<file path="src/hdl/mexp_pkg.sv">
`timescale 1ns / 1ps

package mexp_pkg;

    // Operand width of base, exponent, modulus and result.
    localparam int OPERAND_WIDTH = 63;
    // Step counter width for one serial modular product.
    localparam int COUNT_WIDTH = $clog2(OPERAND_WIDTH);

    typedef logic [OPERAND_WIDTH-1:0] operand_t;
    typedef logic [COUNT_WIDTH-1:0]   step_count_t;

    // Sequencer states of the top level.
    typedef enum logic [2:0] {
        ST_IDLE,
        ST_REDUCE,
        ST_STEP,
        ST_MULT,
        ST_FINISH
    } mexp_state_t;

    // (a + b) mod m for a, b < m: one add, then one trial subtract.
    function automatic operand_t add_reduce(operand_t a, operand_t b, operand_t m);
        logic [OPERAND_WIDTH:0]   sum;
        logic [OPERAND_WIDTH+1:0] diff;
        sum  = {1'b0, a} + {1'b0, b};
        diff = {1'b0, sum} - {2'b00, m};
        return diff[OPERAND_WIDTH+1] ? sum[OPERAND_WIDTH-1:0] : diff[OPERAND_WIDTH-1:0];
    endfunction

endpackage

</file>
<file path="src/hdl/mexp_mulmod.sv">
`timescale 1ns / 1ps

// Serial modular multiplier: x * y mod m by right-to-left double-and-add.
// The multiplier y shifts out one bit per cycle; x must be below m, y may
// be any operand value. After a step for every multiplier bit, done
// pulses for one cycle with the product on product.
module mexp_mulmod (
    input  logic                aclk,
    input  logic                aresetn,
    input  logic                start,
    input  mexp_pkg::operand_t  x,
    input  mexp_pkg::operand_t  y,
    input  mexp_pkg::operand_t  m,
    output logic                done,
    output mexp_pkg::operand_t  product
);

    mexp_pkg::operand_t    acc_reg;
    mexp_pkg::operand_t    addend_reg;
    mexp_pkg::operand_t    mult_reg;
    mexp_pkg::operand_t    mod_reg;
    mexp_pkg::step_count_t count_reg;
    logic                  busy_reg;
    logic                  done_reg;

    mexp_pkg::operand_t    acc_next;
    mexp_pkg::operand_t    addend_next;

    // One double-and-add step on the current low bit of the multiplier.
    always_comb begin
        acc_next    = mult_reg[0] ? mexp_pkg::add_reduce(acc_reg, addend_reg, mod_reg)
                                  : acc_reg;
        addend_next = mexp_pkg::add_reduce(addend_reg, addend_reg, mod_reg);
    end

    // Control: busy for one step per multiplier bit, then a one-cycle done.
    always_ff @(posedge aclk) begin
        if (!aresetn) begin
            busy_reg <= 1'b0;
            done_reg <= 1'b0;
        end else begin
            done_reg <= 1'b0;
            if (start) begin
                busy_reg <= 1'b1;
            end else if (busy_reg && count_reg == '0) begin
                busy_reg <= 1'b0;
                done_reg <= 1'b1;
            end
        end
    end

    // Datapath: operands load on start, then shift and accumulate.
    always_ff @(posedge aclk) begin
        if (start) begin
            acc_reg    <= '0;
            addend_reg <= x;
            mult_reg   <= y;
            mod_reg    <= m;
            count_reg  <= mexp_pkg::step_count_t'(mexp_pkg::OPERAND_WIDTH - 1);
        end else if (busy_reg) begin
            acc_reg    <= acc_next;
            addend_reg <= addend_next;
            mult_reg   <= mult_reg >> 1;
            count_reg  <= count_reg - 1'b1;
        end
    end

    assign done    = done_reg;
    assign product = acc_reg;

endmodule

</file>
<file path="src/hdl/modular_exponentiation.sv">
`timescale 1ns / 1ps

// Channel   Direction  Ports                                    Meaning
// s_        in         s_base_value, s_exponent, s_modulus      one exponentiation request
// m_        out        m_power_result, m_zero_modulus_error     base^exponent mod modulus
//
// Sequence: a zero modulus goes straight to the finish state. Otherwise
// the base is first reduced in one serial product, then each exponent bit
// up to its highest set bit costs one step state and one serial product on
// both multipliers in parallel. The bit-serial modular multipliers take one
// multiplier bit per cycle. Reset is synchronous and active low; it empties
// the sequencer and the result register. A stalled result holds the next
// item in its final state; a new item is taken once the sequencer is idle.
module modular_exponentiation (
    input  logic               aclk,
    input  logic               aresetn,
    input  logic               s_valid,
    output logic               s_ready,
    input  mexp_pkg::operand_t s_base_value,
    input  mexp_pkg::operand_t s_exponent,
    input  mexp_pkg::operand_t s_modulus,
    output logic               m_valid,
    input  logic               m_ready,
    output mexp_pkg::operand_t m_power_result,
    output logic               m_zero_modulus_error
);

    mexp_pkg::mexp_state_t state_reg;
    mexp_pkg::mexp_state_t state_next;

    mexp_pkg::operand_t exp_reg;
    mexp_pkg::operand_t mod_reg;
    mexp_pkg::operand_t acc_reg;
    mexp_pkg::operand_t sq_reg;
    logic               err_reg;

    logic               m_valid_reg;
    mexp_pkg::operand_t result_reg;
    logic               result_err_reg;

    logic               start_a;
    logic               start_b;
    logic               out_load;
    logic               out_free;
    logic               exp_zero;
    logic               s_mod_zero;
    mexp_pkg::operand_t s_one;
    mexp_pkg::operand_t a_x;
    mexp_pkg::operand_t a_y;
    mexp_pkg::operand_t a_m;
    mexp_pkg::operand_t a_prod;
    mexp_pkg::operand_t b_prod;
    logic               a_done;
    logic               b_done;

    assign out_free   = !m_valid_reg || m_ready;
    assign exp_zero   = (exp_reg == '0);
    assign s_mod_zero = (s_modulus == '0);
    // 1 mod m: zero for a modulus of zero or one.
    assign s_one      = (s_modulus > mexp_pkg::operand_t'(1)) ? mexp_pkg::operand_t'(1) : '0;

    // Next-state logic of the sequencer.
    always_comb begin
        state_next = state_reg;
        unique case (state_reg)
            mexp_pkg::ST_IDLE: begin
                if (s_valid) begin
                    state_next = s_mod_zero ? mexp_pkg::ST_FINISH : mexp_pkg::ST_REDUCE;
                end
            end
            mexp_pkg::ST_REDUCE: begin
                if (a_done) begin
                    state_next = mexp_pkg::ST_STEP;
                end
            end
            mexp_pkg::ST_STEP: begin
                state_next = exp_zero ? mexp_pkg::ST_FINISH : mexp_pkg::ST_MULT;
            end
            mexp_pkg::ST_MULT: begin
                if (a_done && b_done) begin
                    state_next = mexp_pkg::ST_STEP;
                end
            end
            mexp_pkg::ST_FINISH: begin
                if (out_free) begin
                    state_next = mexp_pkg::ST_IDLE;
                end
            end
            default: state_next = mexp_pkg::ST_IDLE;
        endcase
    end

    // Output logic of the sequencer.
    always_comb begin
        s_ready  = 1'b0;
        start_a  = 1'b0;
        start_b  = 1'b0;
        out_load = 1'b0;
        unique case (state_reg)
            mexp_pkg::ST_IDLE: begin
                s_ready = 1'b1;
                start_a = s_valid && !s_mod_zero;
            end
            mexp_pkg::ST_STEP: begin
                start_a = !exp_zero;
                start_b = !exp_zero;
            end
            mexp_pkg::ST_FINISH: begin
                out_load = out_free;
            end
            mexp_pkg::ST_REDUCE, mexp_pkg::ST_MULT: begin
                s_ready = 1'b0;
            end
            default: s_ready = 1'b0;
        endcase
    end

    // Multiplier A reduces the base (1 * base mod m) on a transfer, and
    // forms acc * sq in each exponent step.
    always_comb begin
        if (state_reg == mexp_pkg::ST_IDLE) begin
            a_x = s_one;
            a_y = s_base_value;
            a_m = s_modulus;
        end else begin
            a_x = acc_reg;
            a_y = sq_reg;
            a_m = mod_reg;
        end
    end

    mexp_mulmod u_mul_a (
        .aclk    (aclk),
        .aresetn (aresetn),
        .start   (start_a),
        .x       (a_x),
        .y       (a_y),
        .m       (a_m),
        .done    (a_done),
        .product (a_prod)
    );

    // Multiplier B squares sq alongside A.
    mexp_mulmod u_mul_b (
        .aclk    (aclk),
        .aresetn (aresetn),
        .start   (start_b),
        .x       (sq_reg),
        .y       (sq_reg),
        .m       (mod_reg),
        .done    (b_done),
        .product (b_prod)
    );

    // State register.
    always_ff @(posedge aclk) begin
        if (!aresetn) begin
            state_reg <= mexp_pkg::ST_IDLE;
        end else begin
            state_reg <= state_next;
        end
    end

    // Working registers: latch the request, then update per exponent bit.
    always_ff @(posedge aclk) begin
        if (state_reg == mexp_pkg::ST_IDLE && s_valid) begin
            exp_reg <= s_exponent;
            mod_reg <= s_modulus;
            acc_reg <= s_one;
            err_reg <= s_mod_zero;
        end else if (state_reg == mexp_pkg::ST_REDUCE && a_done) begin
            sq_reg <= a_prod;
        end else if (state_reg == mexp_pkg::ST_MULT && a_done && b_done) begin
            if (exp_reg[0]) begin
                acc_reg <= a_prod;
            end
            sq_reg  <= b_prod;
            exp_reg <= exp_reg >> 1;
        end
    end

    // Result register: holds a finished result until its transfer.
    always_ff @(posedge aclk) begin
        if (!aresetn) begin
            m_valid_reg <= 1'b0;
        end else if (out_load) begin
            m_valid_reg <= 1'b1;
        end else if (m_ready) begin
            m_valid_reg <= 1'b0;
        end
    end

    always_ff @(posedge aclk) begin
        if (out_load) begin
            result_reg     <= acc_reg;
            result_err_reg <= err_reg;
        end
    end

    assign m_valid              = m_valid_reg;
    assign m_power_result       = result_reg;
    assign m_zero_modulus_error = result_err_reg;

endmodule

</file>
<file path="config.mk">
export PLATFORM = sky130hd
export DESIGN_NAME = modular_exponentiation
export DESIGN_NICKNAME = d
export VERILOG_FILES = /design/src/hdl/mexp_pkg.sv /design/src/hdl/mexp_mulmod.sv /design/src/hdl/modular_exponentiation.sv
export SDC_FILE = /design/constraint.sdc
export NUM_CORES = 2
export LEC_CHECK = 0
export BUFFER_PORTS_ARGS = -buffer_cell sky130_fd_sc_hd__buf_2
export CORE_ASPECT_RATIO = 1.25
export CORE_MARGIN = 3
export CORE_UTILIZATION = 34
export DETAILED_ROUTE_END_ITERATION = 8
export SYNTH_ARGS = -nofsm -noshare
export SYNTH_HDL_FRONTEND = slang
export SYNTH_HIERARCHICAL = 1
export SYNTH_SLANG_ARGS = --single-unit
</file>
<file path="constraint.sdc">
create_clock -name aclk -period 16.69 [get_ports aclk]
set_input_delay 3.338 -clock aclk [delete_from_list [all_inputs] [get_ports aclk]]
set_output_delay 3.338 -clock aclk [all_outputs]
set_load 0.01 [all_outputs]
</file>
---- Word-level counts from Yosys, hierarchy flattened ----
Index checks and enable logic that the tools add are counted.
word-level totals
  register bits ........................... 841
  latch bits .............................. 0
  memory bits (writable) .................. 0
  memory bits (read-only) ................. 0
  input bits .............................. 193
  output and inout port bits .............. 66
  word-level logic and storage cells ...... 122
  memories kept ........................... 0
cells by class
  add/subtract/negate cells ............... 10
  multipliers ............................. 0
  div/mod/pow operators ................... 0
  order comparisons ....................... 1
  eq/ne operators ......................... 9
  shift-type cells ........................ 0
  muxes and demuxes ....................... 44
  bitwise operators ....................... 2
  reductions and logical operators ........ 33
operators with widths
  operator                                                                           number
  63-bit 2-to-1 mux                                                                  24
  64-bit by 63-bit subtractor with 65-bit output                                     4
  63-bit by 63-bit adder with 64-bit output                                          4
  63-bit logical NOT                                                                 2
  63-bit by 1-bit greater-than comparator with 1-bit output (second input constant)  1
  3-bit 2-to-1 mux                                                                   6
  2-bit nonzero test                                                                 8
  3-bit case mux with 5 select lines                                                 1
  6-bit logical NOT                                                                  2
  1-bit 2-to-1 mux                                                                   12
  6-bit by 1-bit subtractor with 6-bit output (second input constant)                2
  1-bit logical AND                                                                  8
  2-bit != test (second input constant)                                              4
  2-bit AND reduction                                                                4
  3-bit by 2-bit equality test with 1-bit output (second input constant)             2
  4-bit AND reduction                                                                1
  2-bit OR reduction                                                                 2
  3-bit by 1-bit equality test with 1-bit output (second input constant)             1
  3-bit equality test (second input constant)                                        1
  1-bit logical NOT                                                                  3
  3-bit logical NOT                                                                  1
  3-bit AND reduction                                                                1
  2-bit by 1-bit != test with 1-bit output (second input constant)                   1
  1-bit inverter                                                                     2
  other kinds (2)                                                                    2

---- Logic depth before layout (Yosys ltp) ----
  depth after elaboration ................. 6
  depth in mapped cells ................... 28
  depth with buffers taken out ............ 24

---- Modules after synthesis ----
Netlist, hierarchy kept.
modules (own cells, without submodules)
  module                  times used  cells each  area an instance (sq um)  seq. area each (sq um)
  mexp_mulmod at u_mul_b  1           2,620       22,076.2                  7,096.8
  mexp_mulmod at u_mul_a  1           2,511       21,629.5                  7,096.8
  modular_exponentiation  1           819         13,969.6                  9,599.2

---- Least setup slack after synthesis ----
OpenSTA, ideal clock, no wires.
  kind .................................... register to register
  start point ............................. register state_reg[1]
  end point ............................... register u_mul_a.addend_reg[0] (enable)
  setup time .............................. 432 ps
  arrival ................................. 11,141 ps
  data required time ...................... 16,258 ps
  setup slack ............................. 5,117 ps
  cell stages (with the launch flop) ...... 7
  buffers on the path ..................... 3
  period minus slack after synthesis ...... 11,573 ps
  cell sequence ........................... dfxtp_1 -> buf_2 -> nor4b_1 -> a21o_1 -> clkbuf_1 -> clkbuf_1 -> or2_2
between the ends
  cells in the longest elaborated chain, start to end .. 3
  elaborated cells on any way between the ends .. 4
  those cells by class .................... eq/ne (1); mux (1); reduce/logical (2)
RTL lines
  element                                                                              RTL line                       RTL
  from (decl)                                                                          modular_exponentiation.sv:28   mexp_pkg::mexp_state_t state_reg;
  from (signal assigned)                                                               modular_exponentiation.sv:158  state_reg <= mexp_pkg::ST_IDLE;
  from (signal assigned)                                                               modular_exponentiation.sv:160  state_reg <= state_next;
  3-bit by 2-bit equality test with 1-bit output or 3-bit logical NOT (tied branches)  modular_exponentiation.sv:99   unique case (state_reg)
  1-bit case mux with 2 select lines *                                                 modular_exponentiation.sv:99
  via start_a                                                                          modular_exponentiation.sv:41   logic start_a;
  2-bit nonzero test (no source line) *                                                n/a
  to (signal assigned)                                                                 mexp_mulmod.sv:62              addend_reg <= addend_next;
  to (decl)                                                                            mexp_mulmod.sv:19              mexp_pkg::operand_t addend_reg;
The timed path passes the listed nets; every way through them passes the cells marked *.
A chain may end at the register's enable or synchronous reset.

---- Worst setup path after layout ----
  start point ............................. register u_mul_b.addend_reg[16]
  end point ............................... register u_mul_b.acc_reg[58], in the netlist u_mul_b/product[58]
between the ends
  cells in the longest elaborated chain, start to end .. 3
RTL lines
  element                                         RTL line           RTL
  from (decl)                                     mexp_mulmod.sv:19
  from (signal assigned)                          mexp_mulmod.sv:62
  63-bit by 63-bit adder with 64-bit output *     mexp_pkg.sv:26     sum = {1'b0, a} + {1'b0, b};
  64-bit by 63-bit subtractor with 65-bit output  mexp_pkg.sv:27     diff = {1'b0, sum} - {2'b00, m};
  63-bit 2-to-1 mux *                             mexp_pkg.sv:28     return diff[OPERAND_WIDTH+1] ? sum[OPERAND_WIDTH-1:0] : diff[OPERAND_WIDTH-1:0];
  to (signal assigned)                            mexp_mulmod.sv:61  acc_reg <= acc_next;
  to (decl)                                       mexp_mulmod.sv:18  mexp_pkg::operand_t acc_reg;
Every way passes the cells marked *; elsewhere a longest branch is shown, timed or not.

==> impl_metrics.toml <==
[status]
outcome = "finished, final reports clean"

[setup_path]
critPathLaunch = "u_mul_b/addend_reg[16]$_DFFE_PP_"
slowest_stage = "a2111oi_0"
worstSetupEndpointType = "flop"
critPathArrivalTime_ns = 8.50
endpoint = "u_mul_b/product[58]$_SDFFE_PP0P_"
reg2reg_depth = 18
crit_path_max_incr_delay_ns = 0.78
r2r_start = "u_mul_b/addend_reg[16]$_DFFE_PP_"
r2r_setup_slack_ns = 8.81
required_ns = 17.31
crit_chain = "ha_1 > nand4_1 > or2_2 > o41ai_1 > o211ai_1 > o31a_1 > o21ai_0 > a211oi_1 > o21ai_0 > and4_1 > ha_1 > a2111oi_0 > o311ai_1 > nor2_1 > and2_4 > buf_4 > nand2_1 > o211a_1"
start_kind = "flop"
crit_type = "reg -> reg"
crit_path_max_fanout = 57
rr_endpoint = "u_mul_b/product[58]$_SDFFE_PP0P_"

[timing]
fin_setup_tns_ns = 0
post-route-min-period_ns = 7.88
rsz0062_at_grt = "false"
slew_headroom_pct = 20.6
max_slew.worst_pin.slew_ns = 1.18
fin_crit_sh_pct = 47.2
fmax_ghz = 0.127
hold_viol = 0
holdWs_ns = 0.431
slew_violations = 0
clock_skew_ns = 0.0446
finalSetupViolCount = 0

[drt]
wl_per_cell_um = 24.5
viasPerCell = 5.76
drtAntennaViolNets = 0
dr.pass1.iters = 6
drt_wl_total_mm = 205
route.detailed.drc = 0
dr.first_iter.drc_count = 4797
num_vias = 48100

[grt]
grt_pass1_vias = 45900
grt_start_max_net_pins = 95
grt_first_pass_wirelength_mm = 299
antenna_found_initial = 24
grt.overflow.total = 0
grt_util_all_layers_pct = 22.6

[clock_tree]
cts_root_buffer = "clkbuf_16"
postCtsSetupRepairBufs = 0
cts_buffers = 97
cts_tree = "built"
htreeDepth = 3
cts_hold_buffers = 0
clkTransAtPathRegs_ns = 0.07
cts.repair.resized = 0
clk_path_buf_depth = 3
worstSkewPairLatency_ns = 0.75
clock_sinks = 841

[synthesis]
async_flop_share_pct = 0
ys_seq_area_share_pct = 41.3
synth.distinct_cells = 96
synth_flop_cell = "edfxtp_1"
synth_cells = 5950
synthesis.area_um2 = 57700
synth_fp_nets = 6529
yosysWarnings = 6
ys_ff_latch = 841
synth_edf_count = 695
syn_area_per_cell_um2 = 9.69

[floorplan]
initial_utilization_pct = 34.3
io_pins = 259
dieArea_um2 = 175000
core_um2 = 168000
die_h_um = 466
fp.dieW_um = 374
fp-row-count = 168

[final_layout]
final_nets = 6631
design_area_um2 = 64300
drive_above_1_share_pct = 14.6
area_growth_syn_to_layout_pct = 11.4

[placed_design]
port_buffers = 258
dp_hpwl_mm = 157
gp_congestion = 0.966
place_area_um2 = 60900

[pwr]
ir_worst_vdd_v = 0.000187
power.total_mw = 15.8
p_leak_nw = 25.1
power.density_nw_per_um2 = 246

[run]
max_cap_viol_count = 0

[hold_path]
holdCritPathClass = "reg -> reg"
-- worst max-delay path: cells and delay by family, from the launching register on --
family                     cells  cell delay [ns]
AOI/OAI and AO/OA              9             3.61
and+or+nand+nor                6             2.17
DFF                            1             0.47
adders and majority gates      2             0.78
buffers and inverters          1             0.67
-- stage by stage --
step,utilization (%),setup slack (ns),std cells
after detailed placement,36.2,8.29,8163
final,38.2,8.81,8347
after global placement,36.2,8.43,8163
after global routing,38.2,8.55,8345
after floorplan,-,5.12,5950
after CTS,38.2,9.04,8344
-- power breakdown --
part / switching (mW) / internal, mW
clock: 0.981 / 1.31
sequential: 0.523 / 2.87
combinational: 6.28 / 3.83
-- cell families after synthesis --
group | synth area share [%]
buffers and inverters | 3.86
adders and majority gates | 8.45
and+or+nand+nor | 14.2
AOI/OAI and AO/OA | 19.1
muxes | 7.97
DFF | 41.3
xor gates and xnor gates | 5.22
-- worst min path at each step --
| stage | from | to | slack [ns] | cells past startpoint |
|---|---|---|---|---|
| 2_1_floorplan | err_reg$_DFFE_PP_ | m_zero_modulus_error$_DFFE_PP_ | 0.40 | 0 |
| 5_1_grt | err_reg$_DFFE_PP_ | m_zero_modulus_error$_DFFE_PP_ | 0.43 | 0 |
| 6_report | acc_reg[5]$_SDFFCE_PP0P_ | m_power_result[5]$_DFFE_PP_ | 0.43 | 0 |
| 3_5_place_dp | err_reg$_DFFE_PP_ | m_zero_modulus_error$_DFFE_PP_ | 0.42 | 0 |
| 3_3_place_gp | err_reg$_DFFE_PP_ | m_zero_modulus_error$_DFFE_PP_ | 0.42 | 0 |
| 4_1_cts | err_reg$_DFFE_PP_ | m_zero_modulus_error$_DFFE_PP_ | 0.43 | 0 |
-- routing by layer --
metal  global-route usage [%]  share of wire (%)  vias to the layer above
met4                     8.41                3.8                        8
li1                         -                  -                    22400
met3                     3.69                7.3                      310
met5                        0              0.026                        -
met2                     34.4                 43                     1837
met1                     32.1                 46                    23600
-- cell type report --
type                            count  area [µm²]
Clock buffer                      113        2500
Tap cell                         2210        2770
Inverter                          244         917
Sequential cell                   841       23800
Multi-Input combinational cell   4559       31800
Clock inverter                     68         852
Antenna cell                        3        7.51
Timing Repair Buffer              309        1670
Fill cell                       16900      104000
-- cell usage in the layout, fill, tap and decap left out, types with 82 or more instances in the layout --
master and count:
ha_1 380, a31oi_1 123, xor2_1 131, clkbuf_16 97, a21oi_1 527, dfxtp_1 146, inv_1 242, xnor2_1 213
a211oi_1 118, a21o_1 206, nand4_1 109, mux2_2 351, nor2_1 453, nor2b_1 159, o21ai_0 228, edfxtp_1 695
o21bai_1 82, buf_2 258, nor3_1 136, nand2_1 544
-- synthesized netlist by cell type, drive strengths merged (35+ instances only) --
| master | n | area share (%) |
|---|---|---|
| a211oi | 120 | 1.6 |
| a21o | 207 | 2.7 |
| a21oi | 528 | 4.6 |
| a31oi | 123 | 1.3 |
| and2 | 37 | 0.40 |
| and3 | 45 | 0.49 |
| buf | 76 | 0.77 |
| clkbuf | 230 | 1.5 |
| dfxtp | 146 | 5.1 |
| edfxtp | 695 | 36 |
| ha | 380 | 8.2 |
| inv | 243 | 1.6 |
| mux2 | 384 | 7.5 |
| nand2 | 544 | 3.5 |
| nand3 | 66 | 0.57 |
| nand4 | 109 | 1.2 |
| nor2 | 454 | 3.0 |
| nor2b | 159 | 1.7 |
| nor3 | 141 | 1.3 |
| nor4 | 62 | 0.72 |
| o211ai | 55 | 0.72 |
| o21a | 72 | 0.94 |
| o21ai | 242 | 2.1 |
| o21bai | 83 | 1.1 |
| o31ai | 35 | 0.48 |
| xnor2 | 213 | 3.2 |
| xor2 | 131 | 2.0 |
Power figures use the tool's default switching activity.
